===== src/design/cbc_pkg.sv =====
// shared types, constants and helpers of the color blob centroid block
package cbc_pkg;

    localparam int DEF_MAX_WIDTH  = 1024;
    localparam int DEF_MAX_HEIGHT = 1024;

    localparam int PIX_W     = 8;
    localparam int THR_W     = 21;
    localparam int SIZE_W    = 11;
    localparam int CNT_OUT_W = 21;
    localparam int CEN_W     = 11;
    localparam int SZ_CMP_W  = 13;

    localparam int S_TDATA_W = 3 * PIX_W;
    localparam int M_TDATA_W = 48;
    localparam int M_TUSER_W = 1;
    localparam int APB_AW    = 5;
    localparam int APB_DW    = 32;

    localparam logic [PIX_W-1:0]  RST_RED_MAX      = 8'd100;
    localparam logic [PIX_W-1:0]  RST_GREEN_MIN    = 8'd150;
    localparam logic [PIX_W-1:0]  RST_BLUE_MAX     = 8'd100;
    localparam logic [THR_W-1:0]  RST_THRESHOLD    = 21'd10;
    localparam logic [SIZE_W-1:0] RST_FRAME_WIDTH  = 11'd52;
    localparam logic [SIZE_W-1:0] RST_FRAME_HEIGHT = 11'd39;

    typedef enum logic [2:0] {
        REG_RED_MAX      = 3'd0,
        REG_GREEN_MIN    = 3'd1,
        REG_BLUE_MAX     = 3'd2,
        REG_THRESHOLD    = 3'd3,
        REG_FRAME_WIDTH  = 3'd4,
        REG_FRAME_HEIGHT = 3'd5
    } t_reg_idx;

    typedef enum logic [2:0] {
        ST_RUN,
        ST_EVAL,
        ST_DIV_X,
        ST_DIV_Y
    } t_state;

    // zero reads as one, above the limit saturates
    function automatic logic [SZ_CMP_W-1:0] clamp_size(input logic [SIZE_W-1:0] v,
                                                       input logic [SZ_CMP_W-1:0] maxv);
        logic [SZ_CMP_W-1:0] ext;
        ext = SZ_CMP_W'(v);
        if (v == '0) begin
            return SZ_CMP_W'(1);
        end else if (ext > maxv) begin
            return maxv;
        end
        return ext;
    endfunction

endpackage


===== src/design/color_blob_centroid.sv =====
// top level: color threshold, marked pixel accumulation and centroid division
// pixels are taken back to back; after the last pixel of a frame, input stalls through
// the eval state and, when there is a mean, through the shared divider running one
// quotient bit a cycle, x then y
// the result waits in the output register, and the next frame end waits until it is taken
// synchronous active low reset loads register defaults and clears position and sums
module color_blob_centroid
    import cbc_pkg::*;
#(
    parameter int MAX_WIDTH  = DEF_MAX_WIDTH,
    parameter int MAX_HEIGHT = DEF_MAX_HEIGHT
) (
    input  logic                 i_clk,
    input  logic                 i_rst_n,
    input  logic                 s_axis_tvalid,
    output logic                 s_axis_tready,
    input  logic [S_TDATA_W-1:0] s_axis_tdata,   // red, green, blue
    output logic                 m_axis_tvalid,
    input  logic                 m_axis_tready,
    output logic [M_TDATA_W-1:0] m_axis_tdata,   // marked_count, center_x, center_y, pad
    output logic [M_TUSER_W-1:0] m_axis_tuser,   // visible
    input  logic                 psel,
    input  logic                 penable,
    input  logic                 pwrite,
    input  logic [APB_AW-1:0]    paddr,
    input  logic [APB_DW-1:0]    pwdata,
    output logic [APB_DW-1:0]    prdata,
    output logic                 pready
);

    localparam int CW   = $clog2(MAX_WIDTH);
    localparam int RW   = $clog2(MAX_HEIGHT);
    localparam int QW   = (CW > RW) ? CW : RW;
    localparam int CNTW = $clog2(MAX_WIDTH * MAX_HEIGHT + 1);
    localparam int SW   = QW + CNTW;
    localparam int CMPW = (CNTW > THR_W) ? CNTW : THR_W;

    logic [PIX_W-1:0]  r_red_max;
    logic [PIX_W-1:0]  r_green_min;
    logic [PIX_W-1:0]  r_blue_max;
    logic [THR_W-1:0]  r_threshold;
    logic [SIZE_W-1:0] r_frame_width;
    logic [SIZE_W-1:0] r_frame_height;

    t_state            r_state;
    t_state            n_state;

    logic [CW-1:0]     r_col;
    logic [RW-1:0]     r_row;
    logic [CNTW-1:0]   r_count;
    logic [SW-1:0]     r_sum_x;
    logic [SW-1:0]     r_sum_y;

    logic              r_out_valid;
    logic              r_vis;
    logic [CNT_OUT_W-1:0] r_cnt_out;
    logic [CEN_W-1:0]  r_cx;
    logic [CEN_W-1:0]  r_cy;

    logic [PIX_W-1:0]  red;
    logic [PIX_W-1:0]  green;
    logic [PIX_W-1:0]  blue;
    logic [PIX_W+1:0]  green2;
    logic [PIX_W+1:0]  red3;
    logic [PIX_W+1:0]  blue3;
    logic              marked;
    logic [SZ_CMP_W-1:0] w_clamp;
    logic [SZ_CMP_W-1:0] h_clamp;
    logic [SZ_CMP_W-1:0] col_p1;
    logic [SZ_CMP_W-1:0] row_p1;
    logic              row_end;
    logic              frame_end;
    logic              vis;
    logic              has_mean;
    logic              pix_take;
    logic              out_load;
    logic              cfg_wr;
    t_reg_idx          reg_idx;

    logic              div_start;
    logic [SW-1:0]     div_dividend;
    logic              div_done;
    logic [QW-1:0]     div_q;

    // pixel classification and position
    always_comb begin
        red       = s_axis_tdata[PIX_W-1:0];
        green     = s_axis_tdata[2*PIX_W-1:PIX_W];
        blue      = s_axis_tdata[3*PIX_W-1:2*PIX_W];
        green2    = {1'b0, green, 1'b0};
        red3      = {2'b00, red} + {1'b0, red, 1'b0};
        blue3     = {2'b00, blue} + {1'b0, blue, 1'b0};
        marked    = (red < r_red_max) && (green > r_green_min) && (blue < r_blue_max)
                    && (green2 > red3) && (green2 > blue3);
        w_clamp   = clamp_size(r_frame_width, SZ_CMP_W'(MAX_WIDTH));
        h_clamp   = clamp_size(r_frame_height, SZ_CMP_W'(MAX_HEIGHT));
        col_p1    = SZ_CMP_W'(r_col) + SZ_CMP_W'(1);
        row_p1    = SZ_CMP_W'(r_row) + SZ_CMP_W'(1);
        row_end   = (col_p1 >= w_clamp);
        frame_end = row_end && (row_p1 >= h_clamp);
        vis       = (CMPW'(r_count) >= CMPW'(r_threshold));
        has_mean  = vis && (r_count != '0);
        pix_take  = s_axis_tvalid && s_axis_tready;
    end

    // sequencer
    always_ff @(posedge i_clk) begin
        if (!i_rst_n) begin
            r_state <= ST_RUN;
        end else begin
            r_state <= n_state;
        end
    end

    always_comb begin
        n_state       = r_state;
        s_axis_tready = 1'b0;
        div_start     = 1'b0;
        div_dividend  = r_sum_x;
        out_load      = 1'b0;
        case (r_state)
            ST_RUN: begin
                // a frame end waits until the previous result is taken
                s_axis_tready = !(frame_end && r_out_valid);
                if (s_axis_tvalid && frame_end && !r_out_valid) begin
                    n_state = ST_EVAL;
                end
            end
            ST_EVAL: begin
                if (has_mean) begin
                    div_start = 1'b1;
                    n_state   = ST_DIV_X;
                end else begin
                    out_load = 1'b1;
                    n_state  = ST_RUN;
                end
            end
            ST_DIV_X: begin
                if (div_done) begin
                    div_start    = 1'b1;
                    div_dividend = r_sum_y;
                    n_state      = ST_DIV_Y;
                end
            end
            ST_DIV_Y: begin
                if (div_done) begin
                    out_load = 1'b1;
                    n_state  = ST_RUN;
                end
            end
            default: begin
                n_state = ST_RUN;
            end
        endcase
    end

    // position and accumulators
    always_ff @(posedge i_clk) begin
        if (!i_rst_n) begin
            r_col   <= '0;
            r_row   <= '0;
            r_count <= '0;
            r_sum_x <= '0;
            r_sum_y <= '0;
        end else if (pix_take) begin
            if (marked) begin
                r_count <= r_count + CNTW'(1);
                r_sum_x <= r_sum_x + SW'(r_col);
                r_sum_y <= r_sum_y + SW'(r_row);
            end
            if (frame_end) begin
                r_col <= '0;
                r_row <= '0;
            end else if (row_end) begin
                r_col <= '0;
                r_row <= r_row + RW'(1);
            end else begin
                r_col <= r_col + CW'(1);
            end
        end else if ((r_state == ST_EVAL && !has_mean) || (r_state == ST_DIV_Y && div_done)) begin
            r_count <= '0;
            r_sum_x <= '0;
            r_sum_y <= '0;
        end
    end

    // result register
    always_ff @(posedge i_clk) begin
        if (!i_rst_n) begin
            r_out_valid <= 1'b0;
        end else if (out_load) begin
            r_out_valid <= 1'b1;
        end else if (m_axis_tready) begin
            r_out_valid <= 1'b0;
        end
    end

    always_ff @(posedge i_clk) begin
        if (r_state == ST_EVAL) begin
            r_vis     <= vis;
            r_cnt_out <= CNT_OUT_W'(r_count);
            if (!has_mean) begin
                r_cx <= '1;
                r_cy <= '1;
            end
        end
        if (r_state == ST_DIV_X && div_done) begin
            r_cx <= CEN_W'(div_q);
        end
        if (r_state == ST_DIV_Y && div_done) begin
            r_cy <= CEN_W'(div_q);
        end
    end

    assign m_axis_tvalid = r_out_valid;
    assign m_axis_tdata  = M_TDATA_W'({r_cy, r_cx, r_cnt_out});
    assign m_axis_tuser  = r_vis;

    cbc_div #(
        .QW   (QW),
        .CNTW (CNTW)
    ) u_div (
        .i_clk      (i_clk),
        .i_rst_n    (i_rst_n),
        .i_start    (div_start),
        .i_dividend (div_dividend),
        .i_divisor  (r_count),
        .o_done     (div_done),
        .o_quotient (div_q)
    );

    // configuration registers
    assign pready  = 1'b1;
    assign reg_idx = t_reg_idx'(paddr[APB_AW-1:2]);
    assign cfg_wr  = psel && penable && pwrite && pready;

    always_ff @(posedge i_clk) begin
        if (!i_rst_n) begin
            r_red_max      <= RST_RED_MAX;
            r_green_min    <= RST_GREEN_MIN;
            r_blue_max     <= RST_BLUE_MAX;
            r_threshold    <= RST_THRESHOLD;
            r_frame_width  <= RST_FRAME_WIDTH;
            r_frame_height <= RST_FRAME_HEIGHT;
        end else if (cfg_wr) begin
            case (reg_idx)
                REG_RED_MAX:      r_red_max      <= pwdata[PIX_W-1:0];
                REG_GREEN_MIN:    r_green_min    <= pwdata[PIX_W-1:0];
                REG_BLUE_MAX:     r_blue_max     <= pwdata[PIX_W-1:0];
                REG_THRESHOLD:    r_threshold    <= pwdata[THR_W-1:0];
                REG_FRAME_WIDTH:  r_frame_width  <= pwdata[SIZE_W-1:0];
                REG_FRAME_HEIGHT: r_frame_height <= pwdata[SIZE_W-1:0];
                default: begin
                end
            endcase
        end
    end

    always_comb begin
        case (reg_idx)
            REG_RED_MAX:      prdata = APB_DW'(r_red_max);
            REG_GREEN_MIN:    prdata = APB_DW'(r_green_min);
            REG_BLUE_MAX:     prdata = APB_DW'(r_blue_max);
            REG_THRESHOLD:    prdata = APB_DW'(r_threshold);
            REG_FRAME_WIDTH:  prdata = APB_DW'(r_frame_width);
            REG_FRAME_HEIGHT: prdata = APB_DW'(r_frame_height);
            default:          prdata = '0;
        endcase
    end

endmodule


===== src/design/cbc_div.sv =====
// restoring divider, one quotient bit per cycle, shared for both centroid axes
module cbc_div #(
    parameter int QW   = 10,
    parameter int CNTW = 21
) (
    input  logic              i_clk,
    input  logic              i_rst_n,
    input  logic              i_start,
    input  logic [QW+CNTW-1:0] i_dividend,
    input  logic [CNTW-1:0]   i_divisor,
    output logic              o_done,
    output logic [QW-1:0]     o_quotient
);

    localparam int SCW = $clog2(QW + 1);

    logic              r_busy;
    logic              r_done;
    logic [SCW-1:0]    r_step;
    logic [CNTW-1:0]   r_rem;
    logic [QW-1:0]     r_quo;
    logic [CNTW-1:0]   r_div;

    logic [CNTW:0]     trial;
    logic [CNTW:0]     diff;
    logic              q_bit;
    logic [QW:0]       quo_shift;
    logic [CNTW-1:0]   n_rem;
    logic [QW-1:0]     n_quo;

    always_comb begin
        trial     = {r_rem, r_quo[QW-1]};
        diff      = trial - {1'b0, r_div};
        q_bit     = (trial >= {1'b0, r_div});
        n_rem     = q_bit ? diff[CNTW-1:0] : trial[CNTW-1:0];
        quo_shift = {r_quo, q_bit};
        n_quo     = quo_shift[QW-1:0];
    end

    always_ff @(posedge i_clk) begin
        if (!i_rst_n) begin
            r_busy <= 1'b0;
            r_done <= 1'b0;
            r_step <= '0;
        end else if (i_start) begin
            r_busy <= 1'b1;
            r_done <= 1'b0;
            r_step <= SCW'(QW);
        end else if (r_busy) begin
            r_step <= r_step - SCW'(1);
            if (r_step == SCW'(1)) begin
                r_busy <= 1'b0;
                r_done <= 1'b1;
            end
        end else begin
            r_done <= 1'b0;
        end
    end

    always_ff @(posedge i_clk) begin
        if (i_start) begin
            r_rem <= i_dividend[QW+CNTW-1:QW];
            r_quo <= i_dividend[QW-1:0];
            r_div <= i_divisor;
        end else if (r_busy) begin
            r_rem <= n_rem;
            r_quo <= n_quo;
        end
    end

    assign o_done     = r_done;
    assign o_quotient = r_quo;

endmodule


===== config.mk =====
export PLATFORM = sky130hd
export DESIGN_NAME = color_blob_centroid
export DESIGN_NICKNAME = d
export VERILOG_FILES = /design/src/design/cbc_pkg.sv /design/src/design/color_blob_centroid.sv /design/src/design/cbc_div.sv
export SDC_FILE = /design/constraint.sdc
export NUM_CORES = 1
export LEC_CHECK = 0
export ABC_AREA = 1
export BUFFER_PORTS_ARGS = -buffer_cell sky130_fd_sc_hd__buf_4
export CORE_ASPECT_RATIO = 1.25
export CORE_MARGIN = 5
export CORE_UTILIZATION = 52
export CTS_BUF_LIST = sky130_fd_sc_hd__clkbuf_16
export DETAILED_ROUTE_END_ITERATION = 7
export GPL_TIMING_DRIVEN = 0
export PLACE_DENSITY = 0.76
export SLEW_MARGIN = 5
export SYNTH_ARGS = -nofsm -noshare
export SYNTH_HDL_FRONTEND = slang
export SYNTH_SLANG_ARGS = --single-unit

===== constraint.sdc =====
create_clock -name i_clk -period 4.1 [get_ports i_clk]
set_input_delay 0 -clock i_clk [delete_from_list [all_inputs] [get_ports i_clk]]
set_output_delay 0 -clock i_clk [all_outputs]
set_load 0.02 [all_outputs]

==> flow_metrics.env <==
export IMPL_pin_count=152
export IMPL_synth_compound_area_frac=0.149
export IMPL_finalNetCount=2868
export IMPL_dp_cells=3060
export IMPL_fin_crit_sh=0.918
export IMPL_cts_resized=0
export IMPL_critPathRequiredTime_ns=4.55
export IMPL_path_class="reg2reg"
export IMPL_grt_pass1_vias=17300
export IMPL_clockRootBuffer="clkbuf_16"
export IMPL_tns_ns=0
export IMPL_timing_hold_violations_final=0
export IMPL_die_area_um2=38600
export IMPL_rows=76
export IMPL_ir_drop_mv=0.292
export IMPL_ant_nets=0
export IMPL_cts_made_buffers=28
export IMPL_grt_use_total=0.290
export IMPL_rsz0062_at_grt="false"
export IMPL_place_ws_ns=0.180
export IMPL_synth_top_family_by_area="simple AND/OR/NAND/NOR gates"
export IMPL_clockBufferDepth=3
export IMPL_via_per_inst=5.60
export IMPL_grt_max_degree=32
export IMPL_nFillCells=3178
export IMPL_yosys_mux_area_fraction=0
export IMPL_critPathMaxFanout=9
export IMPL_setup_violations_final=0
export IMPL_end_kind="flop"
export IMPL_yosys_area_top_type="dfxtp_1"
export IMPL_synth_seq_area_share=0.357
export IMPL_powerDensity_nw_per_um2=352
export IMPL_synth_fa_ha_area_frac=0.108
export IMPL_ff_latch_area_um2=6450
export IMPL_leakage_nw=9.19
export IMPL_slew_violations=0
export IMPL_synthDistinctLibCells=56
export IMPL_die_w_um=177
export IMPL_dieHeight_um=218
export IMPL_synthMostInstantiatedCell="nand2_1"
export IMPL_max_freq_ghz=0.266
export IMPL_wire_per_inst_um=18.2
export IMPL_period_minus_slack_ns=3.76
export IMPL_firstDrtPassIters=5
export IMPL_clk_pin_slew_ns=0.07
export IMPL_synth_ff_type="dfxtp_1"
export IMPL_portBuffers=121
export IMPL_design_area_um2=20800
export IMPL_placed_area_um2=19600
export IMPL_synth_edf_count=94
export IMPL_hpwl_mm=45.3
export IMPL_min_path_type="in2reg"
export IMPL_setup_ws_ns=0.337
export IMPL_ys_seq_elements=275
export IMPL_max_cap_violations=0
export IMPL_outcome="finished clean"
export IMPL_final_setup_skew_ns=0.0358
export IMPL_critPathLaunchType="flop"
export IMPL_yosys_top_cells_area="dfxtp_1 20%, edfxtp_1 16%, nand2_1 11%"
export IMPL_drive_gt1_frac=0.104
export IMPL_drt_iter0_drc=1306
export IMPL_cts_tree="yes"
export IMPL_vias=17600
export IMPL_antenna_found_initial=0
export IMPL_synth_common_cells="523 x nand2_1, 309 x inv_1, 218 x nor2_1"
export IMPL_cts_sinks=275
export IMPL_syn_inst=2456
export IMPL_grt_pass1_wl_mm=89.4
export IMPL_core_area_um2=34400
export IMPL_area_growth_pct=15.4
export IMPL_htreeDepth=1
export IMPL_relSlewSlack=0.216
export IMPL_fin_util=0.605
export IMPL_worst_skew_pair_late_latency_ns=0.58
export IMPL_async_flop_share=0
export IMPL_start_util=0.524
export IMPL_gr_total_overflow=0
export IMPL_syn_area_per_cell_um2=7.35
export IMPL_synth_xor_area_frac=0.0369
export IMPL_worst_slew_pin_slew_ns=1.18
export IMPL_finalWeightedCongestion=0.992
export IMPL_finalNonFillerCells=3137
export IMPL_routed_wl_mm=57.0
export IMPL_antenna_cells=0
export IMPL_syn_area_um2=18000
export IMPL_drc=0
export IMPL_arrival_ns=4.21
export IMPL_yosysWarningCount=0
export IMPL_synth_simple_area_share=0.255
export IMPL_yosysTopAreaCellShare=0.201
export IMPL_multi_input_area_um2=9990
==> worst paths after layout <==
kind / slack, ns / cells past startpoint / startpoint / endpoint
max: 0.34 / 18 / r_row[0]$_SDFFE_PN0P_ / r_count[4]$_SDFFE_PN0P_
min: 0.06 / 4 / paddr[2] / r_blue_max[7]$_SDFFE_PN0P_
max reg2reg: 0.34 / 18 / r_row[0]$_SDFFE_PN0P_ / r_count[4]$_SDFFE_PN0P_
min reg2reg: 0.46 / 2 / r_cy[10]$_SDFFE_PP0P_ / r_cy[10]$_SDFFE_PP0P_
==> state kept, by name, indices dropped and copies added, names as in the netlist <==
| signal | cells |
|---|---|
| r_frame_width | 11 |
| r_red_max | 8 |
| u_div.o_done | 1 |
| r_green_min | 8 |
| m_axis_tuser | 1 |
| u_div.r_rem | 21 |
| r_cx | 11 |
| u_div.r_step | 4 |
| r_sum_x | 31 |
| r_col | 10 |
| r_row | 10 |
| r_threshold | 21 |
| u_div.o_quotient | 10 |
| r_count | 21 |
| r_frame_height | 11 |
| u_div.r_busy | 1 |
| r_cnt_out | 21 |
| u_div.r_div | 21 |
| m_axis_tvalid | 1 |
| r_cy | 11 |
| r_sum_y | 31 |
| r_blue_max | 8 |
| r_state | 2 |
==> timing repair <==
action,4_1_cts,5_1_grt
setup buffers,0,0
endpoints found under the hold margin,78,0
hold buffers,25,0
endpoints found under the setup margin,0,0
==> critical path, cell delays in order (launching register included) <==
cell	delay, ns
dfxtp_1	0.43
inv_1	0.08
nor3_1	0.31
nand3_1	0.19
nor2_1	0.12
nand2_1	0.11
o22ai_1	0.20
inv_1	0.09
ha_1	0.31
nand2_1	0.09
inv_1	0.04
a21oi_1	0.18
nand3_2	0.18
nand3_2	0.15
nand3_4	0.21
o21ai_4	0.43
inv_1	0.28
nor2_1	0.16
nor2_1	0.05
==> stage by stage <==
step	power, W	hold WS (ns)
CTS	0.00732	0.0218
global placement	0.00455	0.281
floorplan	0.00412	0.126
finish	0.00733	0.0628
detailed placement	0.00461	0.284
global route	0.00764	0.0871
==> area by class of cell <==
cell class | count | area share
inverters | 320 | 0.0578
multi-input cells | 1790 | 0.480
clock buffers | 28 | 0.0337
flip-flops and latches | 275 | 0.310
clock inverters | 24 | 0.0130
repair buffers | 146 | 0.0556
well taps | 468 | 0.0281
plain buffers | 86 | 0.0225
==> cell usage in the layout, fill, tap and decap left out, types with 55 or more instances in the layout <==
cell type and count:
inv_1 312, nor2_1 218, nand2_1 522, dfxtp_1 181
o21ai_0 147, edfxtp_1 94, a21oi_1 214, nand3_1 176
buf_4 143, ha_1 148, xor2_1 55
==> power breakdown <==
group          internal, W  total (W)  leakage [nW]  switching, W
combinational     0.000533    0.00151          6.49      0.000979
sequential         0.00295    0.00309          2.22      0.000131
clock              0.00157    0.00273         0.479       0.00115
==> cells by family after synthesis <==
logic type | after synthesis
compound gates | 480
xor+xnor | 76
fa+ha+maj | 153
buf+inv | 406
flops | 275
other cells | 2
simple gates | 1064
==> layer usage <==
metal,wire length (um),global-route usage
met3,3710,0.0351
met5,0,0
met2,28000,0.518
met1,22100,0.338
met4,3210,0.151
Power figures use the tool's default switching activity.
